===== src/hw/rtl/bcd_rtc_register_file_macros.svh =====
// Assertion macros shared by the clock register file.
// Each check is clocked on the rising edge and switched off during reset.
`ifndef BCD_RTC_REGISTER_FILE_MACROS_SVH
`define BCD_RTC_REGISTER_FILE_MACROS_SVH
`ifndef SYNTH
`define BRTC_ASSERT_SAME(label, clk, rst_n, ante, cons) \
	label: assert property (@(posedge clk) disable iff (!rst_n) (ante) |-> (cons)) \
		else $error("brtc check failed");
`define BRTC_ASSERT_NEXT(label, clk, rst_n, ante, cons) \
	label: assert property (@(posedge clk) disable iff (!rst_n) (ante) |=> (cons)) \
		else $error("brtc check failed");
`else
`define BRTC_ASSERT_SAME(label, clk, rst_n, ante, cons)
`define BRTC_ASSERT_NEXT(label, clk, rst_n, ante, cons)
`endif
`endif


===== src/hw/rtl/brtc_pkg.sv =====
package brtc_pkg;

	// Depth of each RAM page; any value from 13 to 16 is supported.
	localparam int RAM_DEPTH = 13;
	localparam int RAM_AW    = $clog2(RAM_DEPTH);

	localparam logic       CMD_READ  = 1'b0;
	localparam logic       CMD_WRITE = 1'b1;

	localparam logic [3:0] REG_PAGE  = 4'd13;
	localparam logic [3:0] REG_TEST  = 4'd14;
	localparam logic [3:0] REG_RESET = 4'd15;

	// Time page digit registers.
	localparam logic [3:0] TREG_SEC_ONES    = 4'd0;
	localparam logic [3:0] TREG_SEC_TENS    = 4'd1;
	localparam logic [3:0] TREG_MIN_ONES    = 4'd2;
	localparam logic [3:0] TREG_MIN_TENS    = 4'd3;
	localparam logic [3:0] TREG_HOUR_ONES   = 4'd4;
	localparam logic [3:0] TREG_HOUR_TENS   = 4'd5;
	localparam logic [3:0] TREG_WDAY        = 4'd6;
	localparam logic [3:0] TREG_MDAY_ONES   = 4'd7;
	localparam logic [3:0] TREG_MDAY_TENS   = 4'd8;
	localparam logic [3:0] TREG_MONTH_ONES  = 4'd9;
	localparam logic [3:0] TREG_MONTH_TENS  = 4'd10;
	localparam logic [3:0] TREG_YEAR_ONES   = 4'd11;
	localparam logic [3:0] TREG_YEAR_TENS   = 4'd12;

	// Alarm page identity registers.
	localparam logic [3:0] AREG_ONE   = 4'd10;
	localparam logic [3:0] AREG_LEAP  = 4'd11;
	localparam logic [3:0] AREG_ID    = 4'd12;

	localparam logic [1:0] PAGE_TIME  = 2'd0;
	localparam logic [1:0] PAGE_ALARM = 2'd1;
	localparam logic [1:0] PAGE_RAM_A = 2'd2;
	localparam logic [1:0] PAGE_RAM_B = 2'd3;

	localparam logic [7:0] PAD       = 8'hF0;
	localparam logic [7:0] ID_BYTE   = 8'd100;
	localparam logic [7:0] YEAR_LOW  = 8'd90;
	localparam logic [7:0] YEAR_HIGH = 8'd189;

	typedef struct packed {
		logic [7:0] year;
		logic [3:0] month;
		logic [4:0] mday;
		logic [2:0] wday;
		logic [4:0] hour;
		logic [5:0] min;
		logic [5:0] sec;
	} time_t;

	// Quotient by ten for values below 128: multiply by 205 and drop 11 bits.
	function automatic logic [3:0] div10(input logic [6:0] v);
		logic [14:0] prod;
		prod = 15'(v) * 15'd205;
		return prod[14:11];
	endfunction

	// Remainder by ten, from the quotient.
	function automatic logic [3:0] mod10(input logic [6:0] v);
		logic [6:0] tens;
		tens = 7'(div10(v)) * 7'd10;
		return 4'(v - tens);
	endfunction

	// Reset contents of the second RAM page.
	function automatic logic [7:0] ram_b_preset(input int idx);
		case (idx)
			0: return 8'd6;
			1: return 8'd7;
			2: return 8'd1;
			3: return 8'd1;
			default: return 8'd0;
		endcase
	endfunction

endpackage


===== src/hw/rtl/brtc_time_digit.sv =====
// Picks one decimal digit of the held time for a time page register.
module brtc_time_digit (
	input  brtc_pkg::time_t held,
	input  logic [3:0]      reg_addr,
	output logic [3:0]      digit
);

	logic [6:0] year_off;

	// The held year is always at least the lower bound once it is valid.
	assign year_off = 7'(held.year - brtc_pkg::YEAR_LOW);

	always_comb begin
		case (reg_addr)
			brtc_pkg::TREG_SEC_ONES:   digit = brtc_pkg::mod10(7'(held.sec));
			brtc_pkg::TREG_SEC_TENS:   digit = brtc_pkg::div10(7'(held.sec));
			brtc_pkg::TREG_MIN_ONES:   digit = brtc_pkg::mod10(7'(held.min));
			brtc_pkg::TREG_MIN_TENS:   digit = brtc_pkg::div10(7'(held.min));
			brtc_pkg::TREG_HOUR_ONES:  digit = brtc_pkg::mod10(7'(held.hour));
			brtc_pkg::TREG_HOUR_TENS:  digit = brtc_pkg::div10(7'(held.hour));
			brtc_pkg::TREG_WDAY:       digit = 4'(held.wday);
			brtc_pkg::TREG_MDAY_ONES:  digit = brtc_pkg::mod10(7'(held.mday));
			brtc_pkg::TREG_MDAY_TENS:  digit = brtc_pkg::div10(7'(held.mday));
			brtc_pkg::TREG_MONTH_ONES: digit = brtc_pkg::mod10(7'(held.month));
			brtc_pkg::TREG_MONTH_TENS: digit = brtc_pkg::div10(7'(held.month));
			brtc_pkg::TREG_YEAR_ONES:  digit = brtc_pkg::mod10(year_off);
			brtc_pkg::TREG_YEAR_TENS:  digit = brtc_pkg::div10(year_off);
			default:                   digit = 4'd0;
		endcase
	end

endmodule


===== src/hw/rtl/bcd_rtc_register_file.sv =====
// Channel   Dir  Handshake          Payload
// s_        in   s_tvalid/s_tready  tuser: cmd; tdata: address, write byte, time
// m_        out  m_tvalid/m_tready  tdata: read_data
//
// Each request gives exactly one response: the byte read, or zero for a write.
// A request waits in the input register and then moves to the output register,
// which offers its response; with no stall a new request is taken every cycle.
// The output register decouples the sides: the input register moves on when
// the output register is empty or being emptied, and s_tready follows from it.
// Reset (arst_n, asynchronous, active low) clears both valid flags, the page
// state and the time-valid flag, and loads the RAM pages with their presets.
`include "bcd_rtc_register_file_macros.svh"

module bcd_rtc_register_file (
	input  logic        clk,
	input  logic        arst_n,
	input  logic        s_tvalid,
	output logic        s_tready,
	input  logic        s_tuser,   // cmd
	// reg_addr[3:0], write_data[11:4], now_sec[17:12], now_min[23:18],
	// now_hour[28:24], now_wday[31:29], now_mday[36:32], now_month[40:37],
	// now_year[48:41], zero fill [55:49]
	input  logic [55:0] s_tdata,
	output logic        m_tvalid,
	input  logic        m_tready,
	output logic [7:0]  m_tdata    // read_data
);

	// Input register.
	logic            valid_s1;
	logic            cmd_s1;
	logic [3:0]      addr_s1;
	logic [7:0]      wdata_s1;
	brtc_pkg::time_t now_s1;

	// Clock state.
	logic [1:0]      page_sel_q;
	logic [7:0]      page_byte_q;
	logic            time_valid_q;
	brtc_pkg::time_t held_q;
	logic [7:0]      ram_a_q [brtc_pkg::RAM_DEPTH];
	logic [7:0]      ram_b_q [brtc_pkg::RAM_DEPTH];

	// Output register.
	logic            m_tvalid_q;
	logic [7:0]      m_tdata_q;

	logic            advance;
	logic            s_accept;
	logic            is_write;
	logic            page_wr;
	logic            pad_only_rd;
	logic            s1_stalled;
	logic            ram_hit;
	logic [brtc_pkg::RAM_AW-1:0] ram_idx;
	logic [3:0]      digit;
	logic [7:0]      read_byte;
	logic [7:0]      year_sat;
	brtc_pkg::time_t now_in;
	brtc_pkg::time_t latch_time;

	// The request in the input register completes when the output side can take it.
	assign advance  = valid_s1 && (!m_tvalid_q || m_tready);
	assign s_tready = !valid_s1 || advance;
	assign s_accept = s_tvalid && s_tready;
	assign m_tvalid = m_tvalid_q;
	assign m_tdata  = m_tdata_q;

	assign now_in.sec   = s_tdata[17:12];
	assign now_in.min   = s_tdata[23:18];
	assign now_in.hour  = s_tdata[28:24];
	assign now_in.wday  = s_tdata[31:29];
	assign now_in.mday  = s_tdata[36:32];
	assign now_in.month = s_tdata[40:37];
	assign now_in.year  = s_tdata[48:41];

	always_ff @(posedge clk or negedge arst_n) begin
		if (!arst_n) begin
			valid_s1 <= 1'b0;
		end else if (s_tready) begin
			valid_s1 <= s_tvalid;
		end
	end

	always_ff @(posedge clk) begin
		if (s_accept) begin
			cmd_s1   <= s_tuser;
			addr_s1  <= s_tdata[3:0];
			wdata_s1 <= s_tdata[11:4];
			now_s1   <= now_in;
		end
	end

	// Registers at or above the page register never reach the RAM, even when
	// the RAM is sixteen entries deep.
	assign is_write = advance && (cmd_s1 == brtc_pkg::CMD_WRITE);
	assign page_wr  = is_write && (addr_s1 == brtc_pkg::REG_PAGE);
	assign ram_hit  = (32'(addr_s1) < brtc_pkg::RAM_DEPTH) &&
	                  (addr_s1 != brtc_pkg::REG_PAGE) &&
	                  (addr_s1 != brtc_pkg::REG_TEST) &&
	                  (addr_s1 != brtc_pkg::REG_RESET);
	assign ram_idx  = addr_s1[brtc_pkg::RAM_AW-1:0];

	// The year is saturated into the supported century as it is latched.
	always_comb begin
		if (now_s1.year < brtc_pkg::YEAR_LOW) begin
			year_sat = brtc_pkg::YEAR_LOW;
		end else if (now_s1.year > brtc_pkg::YEAR_HIGH) begin
			year_sat = brtc_pkg::YEAR_HIGH;
		end else begin
			year_sat = now_s1.year;
		end
	end

	always_comb begin
		latch_time      = now_s1;
		latch_time.year = year_sat;
	end

	// A write to the page register selects the page, keeps the byte and
	// latches the time that came with the request.
	always_ff @(posedge clk or negedge arst_n) begin
		if (!arst_n) begin
			page_sel_q   <= brtc_pkg::PAGE_TIME;
			page_byte_q  <= 8'd0;
			time_valid_q <= 1'b0;
			held_q       <= '0;
		end else if (page_wr) begin
			page_sel_q   <= wdata_s1[1:0];
			page_byte_q  <= wdata_s1;
			time_valid_q <= 1'b1;
			held_q       <= latch_time;
		end
	end

	// The two RAM pages are written only while their page is selected.
	always_ff @(posedge clk or negedge arst_n) begin
		if (!arst_n) begin
			for (int i = 0; i < brtc_pkg::RAM_DEPTH; i++) begin
				ram_a_q[i] <= 8'd0;
				ram_b_q[i] <= brtc_pkg::ram_b_preset(i);
			end
		end else if (is_write && ram_hit) begin
			if (page_sel_q == brtc_pkg::PAGE_RAM_A) begin
				ram_a_q[ram_idx] <= wdata_s1;
			end else if (page_sel_q == brtc_pkg::PAGE_RAM_B) begin
				ram_b_q[ram_idx] <= wdata_s1;
			end
		end
	end

	brtc_time_digit u_digit (
		.held     (held_q),
		.reg_addr (addr_s1),
		.digit    (digit)
	);

	// Read map. Every byte carries the high-nibble pad except the identity byte.
	always_comb begin
		read_byte = brtc_pkg::PAD;
		if (addr_s1 == brtc_pkg::REG_PAGE) begin
			read_byte = brtc_pkg::PAD | page_byte_q;
		end else if ((addr_s1 != brtc_pkg::REG_TEST) && (addr_s1 != brtc_pkg::REG_RESET)) begin
			case (page_sel_q)
				brtc_pkg::PAGE_TIME: begin
					if (time_valid_q) begin
						read_byte = brtc_pkg::PAD | 8'(digit);
					end
				end
				brtc_pkg::PAGE_ALARM: begin
					if (addr_s1 == brtc_pkg::AREG_ONE) begin
						read_byte = brtc_pkg::PAD | 8'd1;
					end else if (addr_s1 == brtc_pkg::AREG_LEAP) begin
						if (time_valid_q) begin
							read_byte = brtc_pkg::PAD | 8'(held_q.year[1:0]);
						end
					end else if (addr_s1 == brtc_pkg::AREG_ID) begin
						read_byte = brtc_pkg::ID_BYTE;
					end
				end
				brtc_pkg::PAGE_RAM_A: begin
					if (ram_hit) begin
						read_byte = brtc_pkg::PAD | ram_a_q[ram_idx];
					end
				end
				default: begin
					if (ram_hit) begin
						read_byte = brtc_pkg::PAD | ram_b_q[ram_idx];
					end
				end
			endcase
		end
	end

	always_ff @(posedge clk or negedge arst_n) begin
		if (!arst_n) begin
			m_tvalid_q <= 1'b0;
		end else if (advance) begin
			m_tvalid_q <= 1'b1;
		end else if (m_tready) begin
			m_tvalid_q <= 1'b0;
		end
	end

	always_ff @(posedge clk) begin
		if (advance) begin
			m_tdata_q <= (cmd_s1 == brtc_pkg::CMD_WRITE) ? 8'd0 : read_byte;
		end
	end

	assign pad_only_rd = advance && (cmd_s1 == brtc_pkg::CMD_READ) && !time_valid_q &&
	                     (page_sel_q == brtc_pkg::PAGE_TIME);
	assign s1_stalled  = valid_s1 && !advance;

	// A write always answers with a zero byte.
	`BRTC_ASSERT_NEXT(a_write_zero, clk, arst_n, is_write, m_tdata_q == 8'd0)
	// A page register write leaves the time marked as latched.
	`BRTC_ASSERT_NEXT(a_page_latch, clk, arst_n, page_wr, time_valid_q)
	// Before any latch, a time page read gives only the pad.
	`BRTC_ASSERT_NEXT(a_time_pad, clk, arst_n, pad_only_rd, m_tdata_q == brtc_pkg::PAD)
	// A stalled request stays in the input register unchanged.
	`BRTC_ASSERT_NEXT(a_s1_hold, clk, arst_n, s1_stalled, valid_s1 && $stable({cmd_s1, addr_s1}))

endmodule


===== config.mk =====
export PLATFORM = sky130hd
export DESIGN_NAME = bcd_rtc_register_file
export DESIGN_NICKNAME = d
export VERILOG_FILES = /design/src/hw/rtl/brtc_pkg.sv /design/src/hw/rtl/brtc_time_digit.sv /design/src/hw/rtl/bcd_rtc_register_file.sv
export VERILOG_INCLUDE_DIRS = /design/src /design/src/hw/rtl
export SDC_FILE = /design/constraint.sdc
export NUM_CORES = 1
export LEC_CHECK = 0
export BUFFER_PORTS_ARGS = -buffer_cell sky130_fd_sc_hd__buf_4
export CORE_ASPECT_RATIO = 0.6
export CORE_MARGIN = 4
export CORE_UTILIZATION = 50
export DETAILED_ROUTE_END_ITERATION = 8
export PLACE_DENSITY = 0.79
export SLEW_MARGIN = 0
export SYNTH_ARGS = -nofsm -noshare
export SYNTH_HDL_FRONTEND = slang
export SYNTH_HIERARCHICAL = 1
export SYNTH_SLANG_ARGS = --single-unit

===== constraint.sdc =====
create_clock -name clk -period 6.15 [get_ports clk]
set_input_delay 1.5375 -clock clk [delete_from_list [all_inputs] [get_ports clk]]
set_output_delay 1.5375 -clock clk [all_outputs]
set_load 0.005 [all_outputs]

==> metrics.txt, run 1 <==
die width=214 µm; DIE AREA=28300 µm²; WP buf/inv=5; vias in the first global route=8823; drt first pass iters=5; PnR worst setup slack=-0.0512 ns; cell count after placement=1486; Syn Area/Cell=roughly 11 µm²; GRT Overall Usage=0.209; Die Ht=132 µm; Slowest cell on crit path=fa_1; core box area=between 20000 and 25000 µm²; Max FO, Critical Path=4; Detail Route Antenna Nets=0; CP top delay family=adder cells; vias=8716; CTS tree=built; final hold violation count=0; max cap viols=0; Layout Skew=~0.011 ns; hold_ws=0.440 ns; first-pass GRT wire length=approximately 47 mm; cell count after synthesis=around 1100; drt wl/cell=18.8 µm; synthesized net count=1355; gpl congestion=a little under 0.9; final setup TNS=-0.0512 ns; final max-slew violation count=0; power per cell area=418 nW/µm²; outcome=complete, but fails checks; leading cell type in the layout, fill and taps excluded=nand2_1; slowest stage delay, CP=0.54 ns; Final min period=approximately 6.2 ns; DR DRC count=0; worst-skew pair later-pin latency=between 0.4 and 0.5 ns; Hold WC Path Type=flip-flop to flip-flop; initial antenna violation count=0; Initial Utilization=0.518; Finished Cell Area=about 14000 µm²; ant diodes=0; RSZ-0062 raised after global routing=yes; area grow syn2layout=13.0%; cts bufs inserted=17; starting DRC count in detailed routing=approximately 630; Max Freq=around 0.16 GHz; CP arrival=between 6 and 7 ns; H-tree depth=4; hpwl dp=20.4 mm; DR vias/cell=between 5 and 6; Worst Hold Depth=2; fraction of layout cells with a size suffix above 1=0.257; # fillers=2013; row cnt=44; final period utilization=1.01; critical path data required time=about 6.3 ns; Syn. warnings=6; startpoint types=flip-flop; r2r worst-path depth=30; Post-Layout Cell Count=1530; worst vdd rail ir drop=0.400 mV; NumNets Final=1432; utilization after layout=0.585; Setup violations, final=1; Clock transition at path regs=around 0.070 ns; leakage dissipation=7.14 nW; critical path type=flip-flop to flip-flop; clk buf depth=2; failing checks=negative setup slack; drt total wl=28.8 mm; WP depth=30; Max-slew headroom=0.287; Port Buffers=just under 60; Root Driver=clkbuf_16; synthesized area=~13000 µm²; slew at the pin closest to its max-slew limit=1.07 ns; hold_buf cts=0; I/O pin count=~70; Post-DP Area=13600 µm²; largest net degree at the start of global routing=around 120; Sink Count=199; most frequent cells in the layout=156 x nand2_1, 143 x ha_1, 138 x dfrtp_1, 99 x inv_1, 95 x mux2_2; total gr overflow=0; CP Capture Type=flip-flop
-- final timing paths --
check | from | to | slack [ns]
worst min register to register | latch_time[16]$_DFFE_PP_ | held_q[16]$_DFFE_PN0P_ | 0.44
max in group asynchronous | arst_n | held_q[30]$_DFFE_PN0P_ | 3.76
min in group asynchronous | arst_n | ram_b_q[57]$_DFFE_PN0P_ | 1.22
worst min-delay path | latch_time[16]$_DFFE_PP_ | held_q[16]$_DFFE_PN0P_ | 0.44
worst max-delay path | held_q[30]$_DFFE_PN0P_ | m_tdata[2]$_SDFFCE_PP0P_ | -0.05
worst max register to register | held_q[30]$_DFFE_PN0P_ | m_tdata[2]$_SDFFCE_PP0P_ | -0.05
-- per-stage QoR --
step	total power, W	setup WS [ns]
after floorplan	0.00360	0.295
after global placement	0.00429	0.0330
after detailed placement	0.00442	-0.0755
after CTS	0.00574	0.00761
after global routing	0.00651	-0.225
final	0.00604	-0.0512
-- routing by layer --
layer | part of all wire | track usage | wire length (µm) | up-vias
met3 | 0.063 | 0.0447 | 1820 | 30
li1 | - | - | - | 4072
met2 | 0.41 | 0.295 | 11800 | 272
met5 | 0 | 0 | 0 | -
met1 | 0.51 | 0.327 | 14800 | 4342
met4 | 0.013 | 0.0518 | 376 | 0
-- worst reg2reg max path, delay by kind of cell, from the launching register on --
family | cells | cell delay (ns)
compound gates | 9 | 1.42
xor+xnor | 2 | 0.23
fa+ha+maj | 8 | 2.67
buf+inv | 5 | 0.29
flops | 1 | 0.45
simple gates | 6 | 0.86
-- registers in the layout (all words and copies together) (netlist names) --
| register | cells |
|---|---|
| addr_s1 | 4 |
| latch_time | 29 |
| cmd_s1 | 1 |
| ram_a_q | 52 |
| time_valid_q | 1 |
| ram_b_q | 52 |
| page_byte_q | 3 |
| now_s1 | 8 |
| wdata_s1 | 4 |
| page_sel_q | 1 |
| m_tdata | 6 |
| held_q | 36 |
| valid_s1 | 1 |
| m_tvalid | 1 |
-- final cells by class --
type	count	area [µm²]	share of cell area
clock buffer	19	464	0.0322
sequential	199	5250	0.364
multi-input combinational	778	7080	0.491
timing repair buffer	94	709	0.0492
inverter	105	394	0.0273
tap	322	403	0.0279
clock inverter	13	130	0.00902
-- report_power, final --
| part | internal [W] | switching (W) | leakage [nW] |
|---|---|---|---|
| sequential | 0.00147 | 0.000138 | 2.48 |
| combinational | 0.00162 | 0.00169 | 4.37 |
| clock | 0.000572 | 0.000552 | 0.295 |
| total | 0.00366 | 0.00238 | 7.14 |
-- repair_timing --
item,CTS,global route
gates resized for setup,16,19
pin swaps,14,21
endpoints found under the setup margin,2,3
setup buffers,6,6
(Power assumes the default switching activity.)
==> run 2, diff against run 1 <==
- CORE_ASPECT_RATIO: 0.6 -> not set
- PLACE_DENSITY: 0.79 -> 0.71
- SYNTH_HIERARCHICAL: 1 -> not set
==> metrics.txt, run 2 <==
drt wl/cell=18.0 µm (-4.2%); startpoint types=flip-flop; Die Ht=167 µm (+26%); leakage dissipation=6.73 nW (-5.8%); die width=167 µm (-22%); synthesized area=12600 µm² (-1.5%); CTS tree=built; Slowest cell on crit path=fa_1; DR vias/cell=5.67 (-0.43%); # fillers=2013 (unchanged); critical path data required time=6.34 ns (about the same); hold_buf cts=0 (unchanged); worst vdd rail ir drop=0.557 mV (+39%); CP top delay family=adder cells; hpwl dp=19.1 mm (-6.4%); H-tree depth=4 (unchanged); final period utilization=0.922 (-0.0867); Max FO, Critical Path=4 (unchanged); slew at the pin closest to its max-slew limit=1.00 ns (-0.0672 ns); reg2reg end=m_tdata[2]$_SDFFCE_PP0P_; Hold Path End=held_q[3]$_DFFE_PN0P_; CP arrival=5.86 ns (-0.52 ns); top-count cell post-synth=ha_1; Layout Skew=0.0141 ns (+0.00272 ns); area of the multi-input gates=6790 µm² (-4.1%); cell count after synthesis=1068 (-4.5%); drt first pass iters=5 (unchanged); Max Freq=0.176 GHz (+9.4%); cts bufs inserted=17 (unchanged); I/O pin count=71 (unchanged); Initial Utilization=0.513 (-0.00531); area share of the largest cell type after synthesis=0.278; outcome=finished, final reports clean; WP buf/inv=3 (-2); Synth area leader=dfrtp_1; Root Driver=clkbuf_16; leading cell type in the layout, fill and taps excluded=ha_1; RSZ-0062 raised after global routing=no; Yosys reg bits=199; total gr overflow=0 (unchanged); vias=8270 (-5.1%); Setup violations, final=0 (-1); Hold WC Path Type=flip-flop to flip-flop; Port Buffers=59 (unchanged); final hold violation count=0 (unchanged); DR DRC count=0 (unchanged); synthesized net count=1307 (-3.5%); fraction of layout cells with a size suffix above 1=0.230 (-0.0273); final max-slew violation count=0 (unchanged); Syn. warnings=0 (-6); CP Capture Type=flip-flop; critical path cell sequence=inv_1 > nand2_1 > a31oi_1 > xnor2_1 > ha_1 > ha_1 > fa_1 > inv_1 > fa_1 > inv_1 > ha_1 > a211oi_1 > a21oi_1 > a21o_1 > a21oi_1 > xor2_1 > fa_1 > nand2_1 > o21ai_0 > a221o_1 > a2111oi_4 > a31oi_1 > o21a_1; first-pass GRT wire length=44.6 mm (-5.9%); Async SR Flop Fraction=0.739; GRT Overall Usage=0.197 (-0.0122); Final min period=5.67 ns (-0.533 ns); R2R Setup Slk=0.48 ns (+0.53 ns); gpl congestion=0.880 (-1.4%); ant diodes=0 (unchanged); drt total wl=26.3 mm (-8.7%); row cnt=57 (+30%); NumNets Final=1360 (-5.0%); Largest regs=ram_a_q (52), ram_b_q (52), held_q (36); slowest stage delay, CP=0.50 ns (-0.04 ns); clk buf depth=2 (unchanged); area grow syn2layout=11.1%; final setup TNS=0 ns (+0.0512 ns); most frequent cells in the layout=149 x ha_1, 140 x dfrtp_1, 107 x inv_1, 105 x mux2_2, 101 x nand2_1; DIE AREA=27800 µm² (-1.8%); Sink Count=199 (unchanged); vias in the first global route=8584 (-2.7%); Max-slew headroom=0.331 (+0.0448); core box area=24500 µm² (-0.53%); Synth area leaders=dfrtp_1 28%, ha_1 15%, edfxtp_1 12%; worst r2r src=held_q[30]$_DFFE_PN0P_; largest net degree at the start of global routing=111 (-3.5%); Detail Route Antenna Nets=0 (unchanged); Seq. cell area=5250 µm² (about the same); hold_ws=0.454 ns (+0.0144 ns); worst-skew pair later-pin latency=0.44 ns (about the same); r2r worst-path depth=23 (-23%); Syn Area/Cell=11.8 µm² (+3.1%); starting DRC count in detailed routing=625 (-0.95%); max cap viols=0 (unchanged); critical path type=flip-flop to flip-flop; initial antenna violation count=0 (unchanged); Worst Hold Depth=2 (unchanged); Post-synth EDFFs=52; Post-synth top cells=150 x ha_1, 140 x dfrtp_1, 107 x inv_1; Synth Flop Type=dfrtp_1; Clock transition at path regs=0.07 ns (about the same); synth unique cells=72; Seq/Total Area, Yosys=0.417; HP Start=latch_time[3]$_DFFE_PP_; power per cell area=497 nW/µm² (+19%)
[run 2: cell count changes in the layout (fill, tap and decap cells not counted), sizes merged, moves of 6 or more]
cell / previous run / this run
mux4: 18 / 28
inv: 110 / 117
mux2i: 20 / 6
clkinv: 8 / 2
o31ai: 12 / 4
o21ai: 22 / 37
nor2: 56 / 44
xnor2: 27 / 13
nand2: 158 / 101
nor2b: 5 / 16
buf: 94 / 70
nor3: 14 / 8
a21oi: 19 / 25
mux2: 112 / 105
[run 2: how the worst max path moves through the flow]
stage                                 from                        to  slack [ns]  cells past startpoint
floorplan           held_q[30]$_DFFE_PN0P_  m_tdata[2]$_SDFFCE_PP0P_        0.57                     25
global placement    held_q[30]$_DFFE_PN0P_  m_tdata[2]$_SDFFCE_PP0P_        0.24                     26
detailed placement  held_q[30]$_DFFE_PN0P_  m_tdata[2]$_SDFFCE_PP0P_        0.18                     26
CTS                 held_q[30]$_DFFE_PN0P_  m_tdata[2]$_SDFFCE_PP0P_        0.14                     26
global route        held_q[30]$_DFFE_PN0P_  m_tdata[2]$_SDFFCE_PP0P_        0.04                     26
finish              held_q[30]$_DFFE_PN0P_  m_tdata[2]$_SDFFCE_PP0P_        0.48                     23
[run 2: layer usage]
metal,wire [µm],vias to the layer above,global-route usage
met5,0,-,0
met4,422,0,0.0527
met3,1070,33,0.0329
met2,12500,178,0.324
met1,12300,4141,0.273
li1,-,3918,-
[run 2: kinds of logic (layout without fill, tap and decap cells)]
family                     after synthesis  count (layout)  share of synthesized area
and+or+nand+nor                        240             240                     0.0931
DFF                                    199             199                      0.417
adders and majority gates              178             178                      0.194
buffers and inverters                  143             209                     0.0455
AOI/OAI and AO/OA                      140             140                     0.0758
muxes                                  139             139                      0.151
xor gates and xnor gates                29              29                     0.0235
[run 2: repair_timing]
| item | CTS | global route |
|---|---|---|
| endpoints found under the setup margin | 0 | 1 |
| hold endpoints to repair | 0 | 0 |
| gates resized for setup | 0 | 5 |
| buffers inserted | 0 | 1 |
[run 2: layout make-up]
| cell class | instances | share of cell area |
|---|---|---|
| flip-flops and latches | 199 | 0.375 |
| repair buffers | 70 | 0.0379 |
| clock inverters | 14 | 0.0124 |
| clock buffers | 18 | 0.0307 |
| inverters | 107 | 0.0287 |
| multi-input cells | 726 | 0.486 |
| well taps | 324 | 0.0290 |
[run 2: worst register-to-register path, stage by stage, from the launching register on]
cell       delay, ns
dfrtp_1         0.38
inv_1           0.12
nand2_1         0.09
a31oi_1         0.20
xnor2_1         0.25
ha_1            0.31
ha_1            0.29
fa_1            0.50
inv_1           0.05
fa_1            0.50
inv_1           0.04
ha_1            0.28
a211oi_1        0.24
a21oi_1         0.11
a21o_1          0.19
a21oi_1         0.18
xor2_1          0.25
fa_1            0.46
nand2_1         0.09
o21ai_0         0.09
a221o_1         0.32
a2111oi_4       0.20
a31oi_1         0.12
o21a_1          0.18
[run 2: report_power, final]
| part | internal (W) | leakage (nW) | switching, W |
|---|---|---|---|
| clock | 0.000589 | 0.293 | 0.000559 |
| sequential | 0.00155 | 2.40 | 0.000176 |
| combinational | 0.00195 | 4.04 | 0.00212 |
[run 2: metrics by stage]
step                instances   util  power, W  setup slack [ns]  cell area (µm²)
floorplan                1068      -   0.00471             0.569            12600
global placement         1425  0.544   0.00561             0.239            13300
detailed placement       1425  0.544   0.00571             0.179            13300
CTS                      1457  0.568   0.00692             0.144            13900
global route             1458  0.570   0.00768            0.0351            14000
finish                   1458  0.570   0.00694             0.482            14000
